--- config.mk ---
export PLATFORM = sky130hd
export DESIGN_NAME = zero_run_symbol_encoder_core_flat
export DESIGN_NICKNAME = d
export VERILOG_FILES = /design/src/rtl/zrse_pkg.sv /design/src/rtl/zrse_if.sv /design/src/rtl/zrse_run_unit.sv /design/src/rtl/zrse_ctrl.sv /design/src/rtl/zero_run_symbol_encoder_core.sv /design/src/flat_wrapper.sv
export SDC_FILE = /design/constraint.sdc
export NUM_CORES = 1
export LEC_CHECK = 0
export BUFFER_PORTS_ARGS = -buffer_cell sky130_fd_sc_hd__buf_2
export CAP_MARGIN = 0
export CORE_UTILIZATION = 54
export CTS_CLUSTER_DIAMETER = 120
export CTS_CLUSTER_SIZE = 10
export DETAILED_ROUTE_END_ITERATION = 7
export PLACE_DENSITY = 0.76
export SLEW_MARGIN = 5
export SYNTH_ARGS = -nofsm -noshare
export SYNTH_HDL_FRONTEND = slang
export SYNTH_HIERARCHICAL = 1
export SYNTH_SLANG_ARGS = --single-unit
export TNS_END_PERCENT = 100
--- constraint.sdc ---
create_clock -name clk -period 2.45 [get_ports clk]
set_clock_uncertainty 0.15 [all_clocks]
set_input_delay 0.1225 -clock clk [delete_from_list [all_inputs] [get_ports clk]]
set_output_delay 0.1225 -clock clk [all_outputs]
set_load 0.01 [all_outputs]
--- src/rtl/zrse_pkg.sv ---
// Shared constants, state encoding and control structs for the zero-run symbol encoder.
package zrse_pkg;

  localparam int COUNT_BITS = 32;
  localparam int RUN_W      = COUNT_BITS + 1;  // run value holds zero count plus one
  localparam int RANK_W     = 8;
  localparam int SYM_W      = 9;

  localparam logic [SYM_W-1:0] SYM_RUNA = SYM_W'(0);
  localparam logic [SYM_W-1:0] SYM_RUNB = SYM_W'(1);
  localparam logic [SYM_W-1:0] SYM_EOB  = SYM_W'(257);

  typedef enum logic [1:0] {
    ST_IDLE,
    ST_RUN,
    ST_RANK,
    ST_EOB
  } zrse_state_t;

  // Commands from the sequencer to the run unit.
  typedef struct packed {
    logic inc;    // add one zero to the pending run
    logic shift;  // drop the digit just emitted
  } zrse_cmd_t;

  // Status of the run unit.
  typedef struct packed {
    logic digit;       // low bit of the run value: 1 gives RUNB, 0 gives RUNA
    logic pending;     // at least one digit left to emit
    logic last_digit;  // exactly one digit left to emit
  } zrse_stat_t;

  // Symbol offered to the output register.
  typedef struct packed {
    logic             valid;
    logic [SYM_W-1:0] symbol;
    logic             run_last;
  } zrse_emit_t;

endpackage

--- src/rtl/zrse_if.sv ---
// Valid/ready channel interfaces for rank input and symbol output.
interface zrse_in_if;
  import zrse_pkg::*;

  logic              valid;
  logic              ready;
  logic [RANK_W-1:0] mtf_rank;
  logic              block_last;

  modport source (output valid, output mtf_rank, output block_last, input ready);
  modport sink   (input valid, input mtf_rank, input block_last, output ready);
endinterface

interface zrse_out_if;
  import zrse_pkg::*;

  logic             valid;
  logic             ready;
  logic [SYM_W-1:0] symbol;
  logic             run_last;

  modport source (output valid, output symbol, output run_last, input ready);
  modport sink   (input valid, input symbol, input run_last, output ready);
endinterface

--- src/rtl/zrse_run_unit.sv ---
// Run register with its shared incrementer and digit shifter.
module zrse_run_unit (
  input  logic               clk,
  input  logic               rst_n,
  input  zrse_pkg::zrse_cmd_t  cmd,
  output zrse_pkg::zrse_stat_t stat
);
  import zrse_pkg::*;

  // run_r = zero count + 1; it reads 1 when no zeros are pending, and
  // shifting out the bijective digits brings it back to 1 by itself.
  logic [RUN_W-1:0] run_r;
  logic [RUN_W-1:0] run_nxt;
  logic [RUN_W-1:0] run_shr;

  assign run_shr = run_r >> 1;

  always_comb begin
    run_nxt = run_r;
    if (cmd.inc) begin
      // saturate once the top bit is set (count at its maximum)
      run_nxt = run_r + {{(RUN_W-1){1'b0}}, ~run_r[RUN_W-1]};
    end else if (cmd.shift) begin
      run_nxt = run_shr;
    end
  end

  always_ff @(posedge clk) begin
    if (!rst_n) begin
      run_r <= RUN_W'(1);
    end else begin
      run_r <= run_nxt;
    end
  end

  assign stat.digit      = run_r[0];
  assign stat.pending    = |run_shr;
  assign stat.last_digit = (run_shr == RUN_W'(1));

endmodule

--- src/rtl/zrse_ctrl.sv ---
// Sequencer: accepts ranks and steps through run digits, rank symbol and end of block.
module zrse_ctrl (
  input  logic                       clk,
  input  logic                       rst_n,
  input  logic                       in_valid,
  input  logic [zrse_pkg::RANK_W-1:0] in_rank,
  input  logic                       in_last,
  output logic                       in_ready,
  input  logic                       out_free,
  input  zrse_pkg::zrse_stat_t       stat,
  output zrse_pkg::zrse_cmd_t        cmd,
  output zrse_pkg::zrse_emit_t       emit
);
  import zrse_pkg::*;

  zrse_state_t       state_r, state_nxt;
  logic [RANK_W-1:0] rank_r, rank_nxt;
  logic              last_r, last_nxt;

  always_ff @(posedge clk) begin
    if (!rst_n) begin
      state_r <= ST_IDLE;
    end else begin
      state_r <= state_nxt;
    end
  end

  always_ff @(posedge clk) begin
    rank_r <= rank_nxt;
    last_r <= last_nxt;
  end

  // ready is high only in ST_IDLE and emit is valid in every other state,
  // so the handshakes reduce to in_valid and out_free there
  always_comb begin
    state_nxt     = state_r;
    rank_nxt      = rank_r;
    last_nxt      = last_r;
    in_ready      = 1'b0;
    cmd           = '0;
    emit.valid    = 1'b0;
    emit.symbol   = SYM_RUNA;
    emit.run_last = 1'b0;
    case (state_r)
      ST_IDLE: begin
        in_ready = 1'b1;
        if (in_valid) begin
          rank_nxt = in_rank;
          last_nxt = in_last;
          if (in_rank != '0) begin
            state_nxt = stat.pending ? ST_RUN : ST_RANK;
          end else begin
            cmd.inc = 1'b1;
            // a zero on the last byte always leaves a nonempty run
            if (in_last) begin
              state_nxt = ST_RUN;
            end
          end
        end
      end
      ST_RUN: begin
        emit.valid  = 1'b1;
        emit.symbol = stat.digit ? SYM_RUNB : SYM_RUNA;
        if (out_free) begin
          cmd.shift = 1'b1;
          if (stat.last_digit) begin
            state_nxt = (rank_r != '0) ? ST_RANK : ST_EOB;
          end
        end
      end
      ST_RANK: begin
        emit.valid    = 1'b1;
        emit.symbol   = {1'b0, rank_r} + SYM_W'(1);
        emit.run_last = ~last_r;
        if (out_free) begin
          state_nxt = last_r ? ST_EOB : ST_IDLE;
        end
      end
      ST_EOB: begin
        emit.valid    = 1'b1;
        emit.symbol   = SYM_EOB;
        emit.run_last = 1'b1;
        if (out_free) begin
          state_nxt = ST_IDLE;
        end
      end
      default: begin
        state_nxt = ST_IDLE;
      end
    endcase
  end

endmodule

--- src/rtl/zero_run_symbol_encoder_core.sv ---
// Zero-run symbol encoder top level: sequencer, run unit and output register.
// Zero ranks that do not end a block are absorbed at one per cycle.
// Any other rank stalls the input until its last symbol is offered to the output:
// floor(log2(zeros + 1)) run digits, the rank symbol for a nonzero rank, and the
// end-of-block symbol on the last byte, with the single run register shifting one
// digit a cycle unless output stalls. Accept loads the state register, then the output.
// rst_n is synchronous, active low: it empties the run and the output register.
module zero_run_symbol_encoder_core (
  input  logic        clk,
  input  logic        rst_n,
  zrse_in_if.sink     in_bus,
  zrse_out_if.source  out_bus
);
  import zrse_pkg::*;

  zrse_cmd_t  cmd;
  zrse_stat_t stat;
  zrse_emit_t emit;
  logic       out_free;

  logic             out_valid_r, out_valid_nxt;
  logic [SYM_W-1:0] out_symbol_r, out_symbol_nxt;
  logic             out_run_last_r, out_run_last_nxt;

  assign out_free = !out_valid_r || out_bus.ready;

  zrse_ctrl u_ctrl (
    .clk      (clk),
    .rst_n    (rst_n),
    .in_valid (in_bus.valid),
    .in_rank  (in_bus.mtf_rank),
    .in_last  (in_bus.block_last),
    .in_ready (in_bus.ready),
    .out_free (out_free),
    .stat     (stat),
    .cmd      (cmd),
    .emit     (emit)
  );

  zrse_run_unit u_run (
    .clk   (clk),
    .rst_n (rst_n),
    .cmd   (cmd),
    .stat  (stat)
  );

  // load a new beat whenever the register is empty or being drained
  always_comb begin
    out_valid_nxt    = out_valid_r;
    out_symbol_nxt   = out_symbol_r;
    out_run_last_nxt = out_run_last_r;
    if (out_free) begin
      out_valid_nxt    = emit.valid;
      out_symbol_nxt   = emit.symbol;
      out_run_last_nxt = emit.run_last;
    end
  end

  always_ff @(posedge clk) begin
    if (!rst_n) begin
      out_valid_r <= 1'b0;
    end else begin
      out_valid_r <= out_valid_nxt;
    end
  end

  always_ff @(posedge clk) begin
    out_symbol_r   <= out_symbol_nxt;
    out_run_last_r <= out_run_last_nxt;
  end

  assign out_bus.valid    = out_valid_r;
  assign out_bus.symbol   = out_symbol_r;
  assign out_bus.run_last = out_run_last_r;

endmodule

--- src/flat_wrapper.sv ---
// flat-port wrapper written by rule: the top's interface ports become plain ports
module zero_run_symbol_encoder_core_flat import zrse_pkg::*;
  (clk, rst_n, in_bus_valid, in_bus_mtf_rank, in_bus_block_last, in_bus_ready, out_bus_valid, out_bus_symbol, out_bus_run_last, out_bus_ready);
  zrse_in_if in_bus_i ();
  zrse_out_if out_bus_i ();
  input  logic clk;
  input  logic rst_n;
  input wire logic [$bits(in_bus_i.valid)-1:0] in_bus_valid;
  input wire logic [$bits(in_bus_i.mtf_rank)-1:0] in_bus_mtf_rank;
  input wire logic [$bits(in_bus_i.block_last)-1:0] in_bus_block_last;
  output wire logic [$bits(in_bus_i.ready)-1:0] in_bus_ready;
  output wire logic [$bits(out_bus_i.valid)-1:0] out_bus_valid;
  output wire logic [$bits(out_bus_i.symbol)-1:0] out_bus_symbol;
  output wire logic [$bits(out_bus_i.run_last)-1:0] out_bus_run_last;
  input wire logic [$bits(out_bus_i.ready)-1:0] out_bus_ready;
  assign in_bus_i.valid = in_bus_valid;
  assign in_bus_i.mtf_rank = in_bus_mtf_rank;
  assign in_bus_i.block_last = in_bus_block_last;
  assign in_bus_ready = in_bus_i.ready;
  assign out_bus_valid = out_bus_i.valid;
  assign out_bus_symbol = out_bus_i.symbol;
  assign out_bus_run_last = out_bus_i.run_last;
  assign out_bus_i.ready = out_bus_ready;
  zero_run_symbol_encoder_core u_core (.clk(clk), .rst_n(rst_n), .in_bus(in_bus_i), .out_bus(out_bus_i));
endmodule
Yosys cells after proc, flatten, opt, wreduce, memory -nomap -nowiden --
Index checks and enable logic that the tools add are counted.
Cells by class: add/sub/neg operators 2, multipliers 0, div/mod/pow operators 0, order comparisons 0, equal/unequal tests 10, shifts and indexed selects 0, muxes and demuxes 22, bitwise logic cells 2, reduce and logical (&&, ||, !) cells 9
Operators with widths (count):
- $mux 33 | 2
- $add 33x1->33 | 1
- $eq 32x1->1 const B | 1
- $reduce_or 32->1 | 1
- $pmux 10 s3 | 1
- $mux 2 | 9
- $reduce_bool 8->1 | 2
- $add 8x1->9 const B | 1
- $mux 1 | 8
- $ne 2x1->1 const B | 4
- $pmux 2 s4 | 1
- $reduce_and 6->1 | 1
- $eq 2x2->1 const B | 2
- $ne 3x3->1 const B | 1
- $eq 2x1->1 const B | 1
- $logic_not 2->1 | 1
- $ne 2x2->1 const B | 1
- $not 1->1 | 2
- $pmux 1 s2 | 1
- $reduce_and 2->1 | 1
- $reduce_bool 2->1 | 1
- $logic_not 1->1 | 1
- $logic_or 1x1->1 | 1
Storage, ports and cells: register bits after elaboration 55, latch bits 0, RAM bits 0, bits in read-only memories 0, input bits 13, memories 0

Longest topological paths before layout --
depth in word-level cells 6, mapped depth 9, gate-level depth less buffers 8

Modules after synthesis --
The synthesis kept the hierarchy.
Modules (own cells, without submodules):
- zrse_run_unit | instances 1, cells an instance 293, area each 2188.3 um^2
- zrse_ctrl | instances 1, cells an instance 67, area each 674.4 um^2
- zero_run_symbol_encoder_core | instances 1, cells an instance 14, area each 349.1 um^2

Least setup slack after synthesis --
No wires, ideal clock.
path type reg2reg, from reg u_core.u_ctrl.state_r[0], to reg u_core.u_run.run_r[28], arrival 2.585 ns, data required time 2.226 ns, slack -0.360 ns, stages on the path, launching flop included 9, path buffers 1, cells stage by stage dfxtp_1 nor2_1 and2_1 and3_2 nand4_1 or4_1 buf_2 or4_1 a31oi_1
RTL lines:
- start, declared | RTL line zrse_ctrl.sv:16 | zrse_state_t state_r, state_nxt;
- start signal, assigned | RTL line zrse_ctrl.sv:24 | state_r <= state_nxt;
- end signal, assigned | RTL line zrse_run_unit.sv:32 | run_r <= run_nxt;
- end, declared | RTL line zrse_run_unit.sv:12 | logic [RUN_W-1:0] run_r;

Worst setup path after layout --
from reg u_core.u_run.run_r[32], to reg u_core.u_run.run_r[28]
On the way: longest elaborated chain between the ends 3
Ends and longest elaborated chain:
- $not 1->1 | RTL line zrse_run_unit.sv:22 | run_nxt = run_r + {{(RUN_W-1){1'b0}}, ~run_r[RUN_W-1]};
- $add 33x1->33 | RTL line zrse_run_unit.sv:22
- $mux 33 | RTL line zrse_run_unit.sv:20 | if (cmd.inc) begin
No other way between the ends. A chain may end at the register's enable or synchronous reset.

==> metrics.txt <==
EDFF count, synth 19; WL/cell 17.0 µm; Hold Crit Depth 3; CP peak stage delay 0.53 ns; Sink Count 55; Avg Vias per Cell 6.47; root buffer cell clkbuf_8; Netlist cell types 68; Initial Util 0.573; HP Start in_bus_valid; layout cells sized above 1 0.183; max_slew headroom 0.550; Synth Flop Type dfxtp_1; largest area contributor in the netlist dfxtp_1; Final period util 0.961; leak pwr 1.31 nW; crit path time final 2.36 ns; Synth top area share 0.224; Synth Instances 374; H-Tree Depth 2; post-synthesis xor/xnor area fraction 0.0136; max-cap violation count 0; via count 3110; CTS max path bufs 2; nets 425; vias in the first global route 2900; IO buf count 24; drt pass-1 iters 6; initial antenna violation count 0; Post-Place Worst Slack 0.0569 ns; slowest CP cell or4_4; Die Area 6260 µm²; Seq. cell area 1290 µm²; synthesized area per cell 8.59 µm²; critical path peak fanout 4; routed wire length 8170 µm; complex-gate fraction of the synthesized area 0.203; worst slew pin tran 0.673 ns; cts bufs inserted 5; post-layout util 0.665; GRT Resource Usage Total 0.282; die height 79.1 µm; fraction of registers with async set/reset 0; kind of end point of the critical path flop; post-DP HPWL 5690 µm; synthesized-area fraction occupied by adder cells 0.0156; CTS tree built; Std-Cell Rows 27; # diodes 0; hold path endpoint u_core/u_ctrl/state_r[1]; Area Overhead vs Synth 16.0%; largest cells by area after synthesis dfxtp_1, edfxtp_1, nand2_1, o21ai_0, nor2_1; grt ovf 0; worst r2r src u_core/u_run/run_r[32]; commonest cells in the netlist nand2_1, dfxtp_1, nor2_1, o21ai_0, edfxtp_1; CP Launch Type flop; main combinational cell family by area after synthesis simple AND/OR/NAND/NOR gates; DRT iter0 DRCs 402; RR Endpoint u_core/u_run/run_r[28]; clk slew on worst S/H paths 0.11 ns; WS Path Type flop to flop; Clk Latency, worst-skew pair 0.32 ns; mux contribution to synthesized area 0.0230; Register-to-Register Path Depth 7; Simple-Gate Fraction of Synth Area 0.291; crit path DAT 2.45 ns; Synth Warn # 6; post-synthesis register bit count 55; Antenna Nets Post-Route 0; routability cong. 0.895; maximum VDD drop 0.514 mV; register area share after synthesis 0.402; Core Footprint 5610 µm²; worst-path cell chain inv_2 -> ha_4 -> ha_2 -> nand4_1 -> or4_4 -> or4_4 -> a31oi_2; setup slack, reg-to-reg 0.09 ns; first-pass GRT wire length 14000 µm; Fill cells 487; cell with the most instances on the worst path or4_4; leading cell type by number of instances after synthesis nand2_1; power density cells 781 nW/µm²; die width 79.1 µm; Mapped Nets 391; number of remaining DRC errors 0; Req. time, crit path 2.54 ns; Setup crit start u_core/u_run/run_r[32]; status completed; Boundary Pins 25; Final WS setup 0.0948 ns; Multi-input gate area 1810 µm²; Post CTS Setup Buffer Count 0; min-delay worst type input pin to flop; Syn Std Cell Area 3210 µm²; Fmax 0.425 GHz; Final Hold Fails 0; Final setup viols 0; largest net degree at the start of global routing 41; Pins Over Slew Limit 0
-- layout by cell type (no fill, tap or decap), types with 4 or more instances in the layout --
cell type      Yosys  final
nand3_1           17     17
a31oi_1            8      7
nor4_1            12     10
o21ai_0           22     22
or3_1              9      9
nor3_1            14     13
nor2_1            26     25
a211oi_1           4      4
and4_1             7      7
clkbuf_8           0      5
and3_1             7      7
edfxtp_1          19     19
mux2i_1            4      4
dlygate4sd3_1      0     10
nand2_1           38     38
inv_1             17     16
o211ai_1           4      4
buf_4              1     15
buf_2              5     24
nand4_1           12     12
a21oi_1           18     18
dfxtp_1           36     35
-- worst max-delay path, delay by kind of cell, from the launching register on --
| kind | cells | cell delay, ns |
|---|---|---|
| AND/OR/NAND/NOR | 3 | 1.16 |
| flip-flops | 1 | 0.37 |
| adder cells (fa/ha/maj) | 2 | 0.33 |
| AO/OA/AOI/OAI | 1 | 0.19 |
| buffers and inverters | 1 | 0.09 |
-- cells by family (layout without fill, tap and decap cells) --
logic type | after synthesis | after routing
AO/OA/AOI/OAI | 95 | 95
adder cells (fa/ha/maj) | 4 | 4
multiplexers | 7 | 7
AND/OR/NAND/NOR | 167 | 167
buffers and inverters | 41 | 76
flip-flops | 55 | 55
XOR/XNOR | 5 | 5
-- power breakdown --
part	internal (mW)	switching (mW)
sequential	1.17	0.223
clock	0.205	0.327
combinational	0.440	0.551
total	1.81	1.10
-- area by class of cell --
cell class | count | area share
Sequential cell | 55 | 0.347
Inverter | 17 | 0.0171
Tap cell | 72 | 0.0242
Clock inverter | 3 | 0.00671
Timing Repair Buffer | 51 | 0.100
Multi-Input combinational cell | 278 | 0.487
Clock buffer | 5 | 0.0185
-- worst max path at each step --
stage | endpoint | slack, ns
4_1_cts | u_core/u_run/run_r[28] | 0.07
3_5_place_dp | u_core/u_run/run_r[28] | 0.06
2_1_floorplan | u_core/u_run/run_r[28] | -0.03
3_3_place_gp | u_core/u_run/run_r[28] | 0.13
6_report | u_core/u_run/run_r[28] | 0.09
5_1_grt | u_core/u_run/run_r[28] | -0.01
-- registers in the layout, indices dropped and copies added, names as in the netlist --
register	cells
u_core/u_run/run_r	33
u_core/u_ctrl/state_r	2
u_core/out_bus.valid	1
u_core/u_ctrl/last_r	1
u_core/out_bus.run_last	1
u_core/u_ctrl/rank_r	8
u_core/out_bus.symbol	9
-- metal layers --
layer | wire [µm] | part of all wire | vias up | global-route usage
li1 | - | - | 1482 | -
met1 | 3760 | 0.46 | 1452 | 0.401
met2 | 3690 | 0.45 | 165 | 0.445
met3 | 613 | 0.075 | 11 | 0.0379
met4 | 106 | 0.013 | 0 | 0.0836
met5 | 0 | 0 | - | 0
-- what timing repair did --
item,in CTS,in global routing
gates resized for setup,0,10
hold endpoints to repair,10,0
setup endpoints to repair,0,7
hold buffers,10,0
-- per-stage QoR --
step	TNS, ns	cells	hold slack (ns)	cell area (µm²)	total power, mW
after CTS	0	481	0.0531	3680	2.88
after global placement	0	463	0.167	3490	2.31
after floorplan	-0.0350	374	0.0714	3230	2.00
final	0	481	0.0508	3730	2.91
after detailed placement	0	463	0.179	3490	2.34
after global routing	-0.0117	481	0.0699	3730	3.10
(Power assumes the default switching activity.)
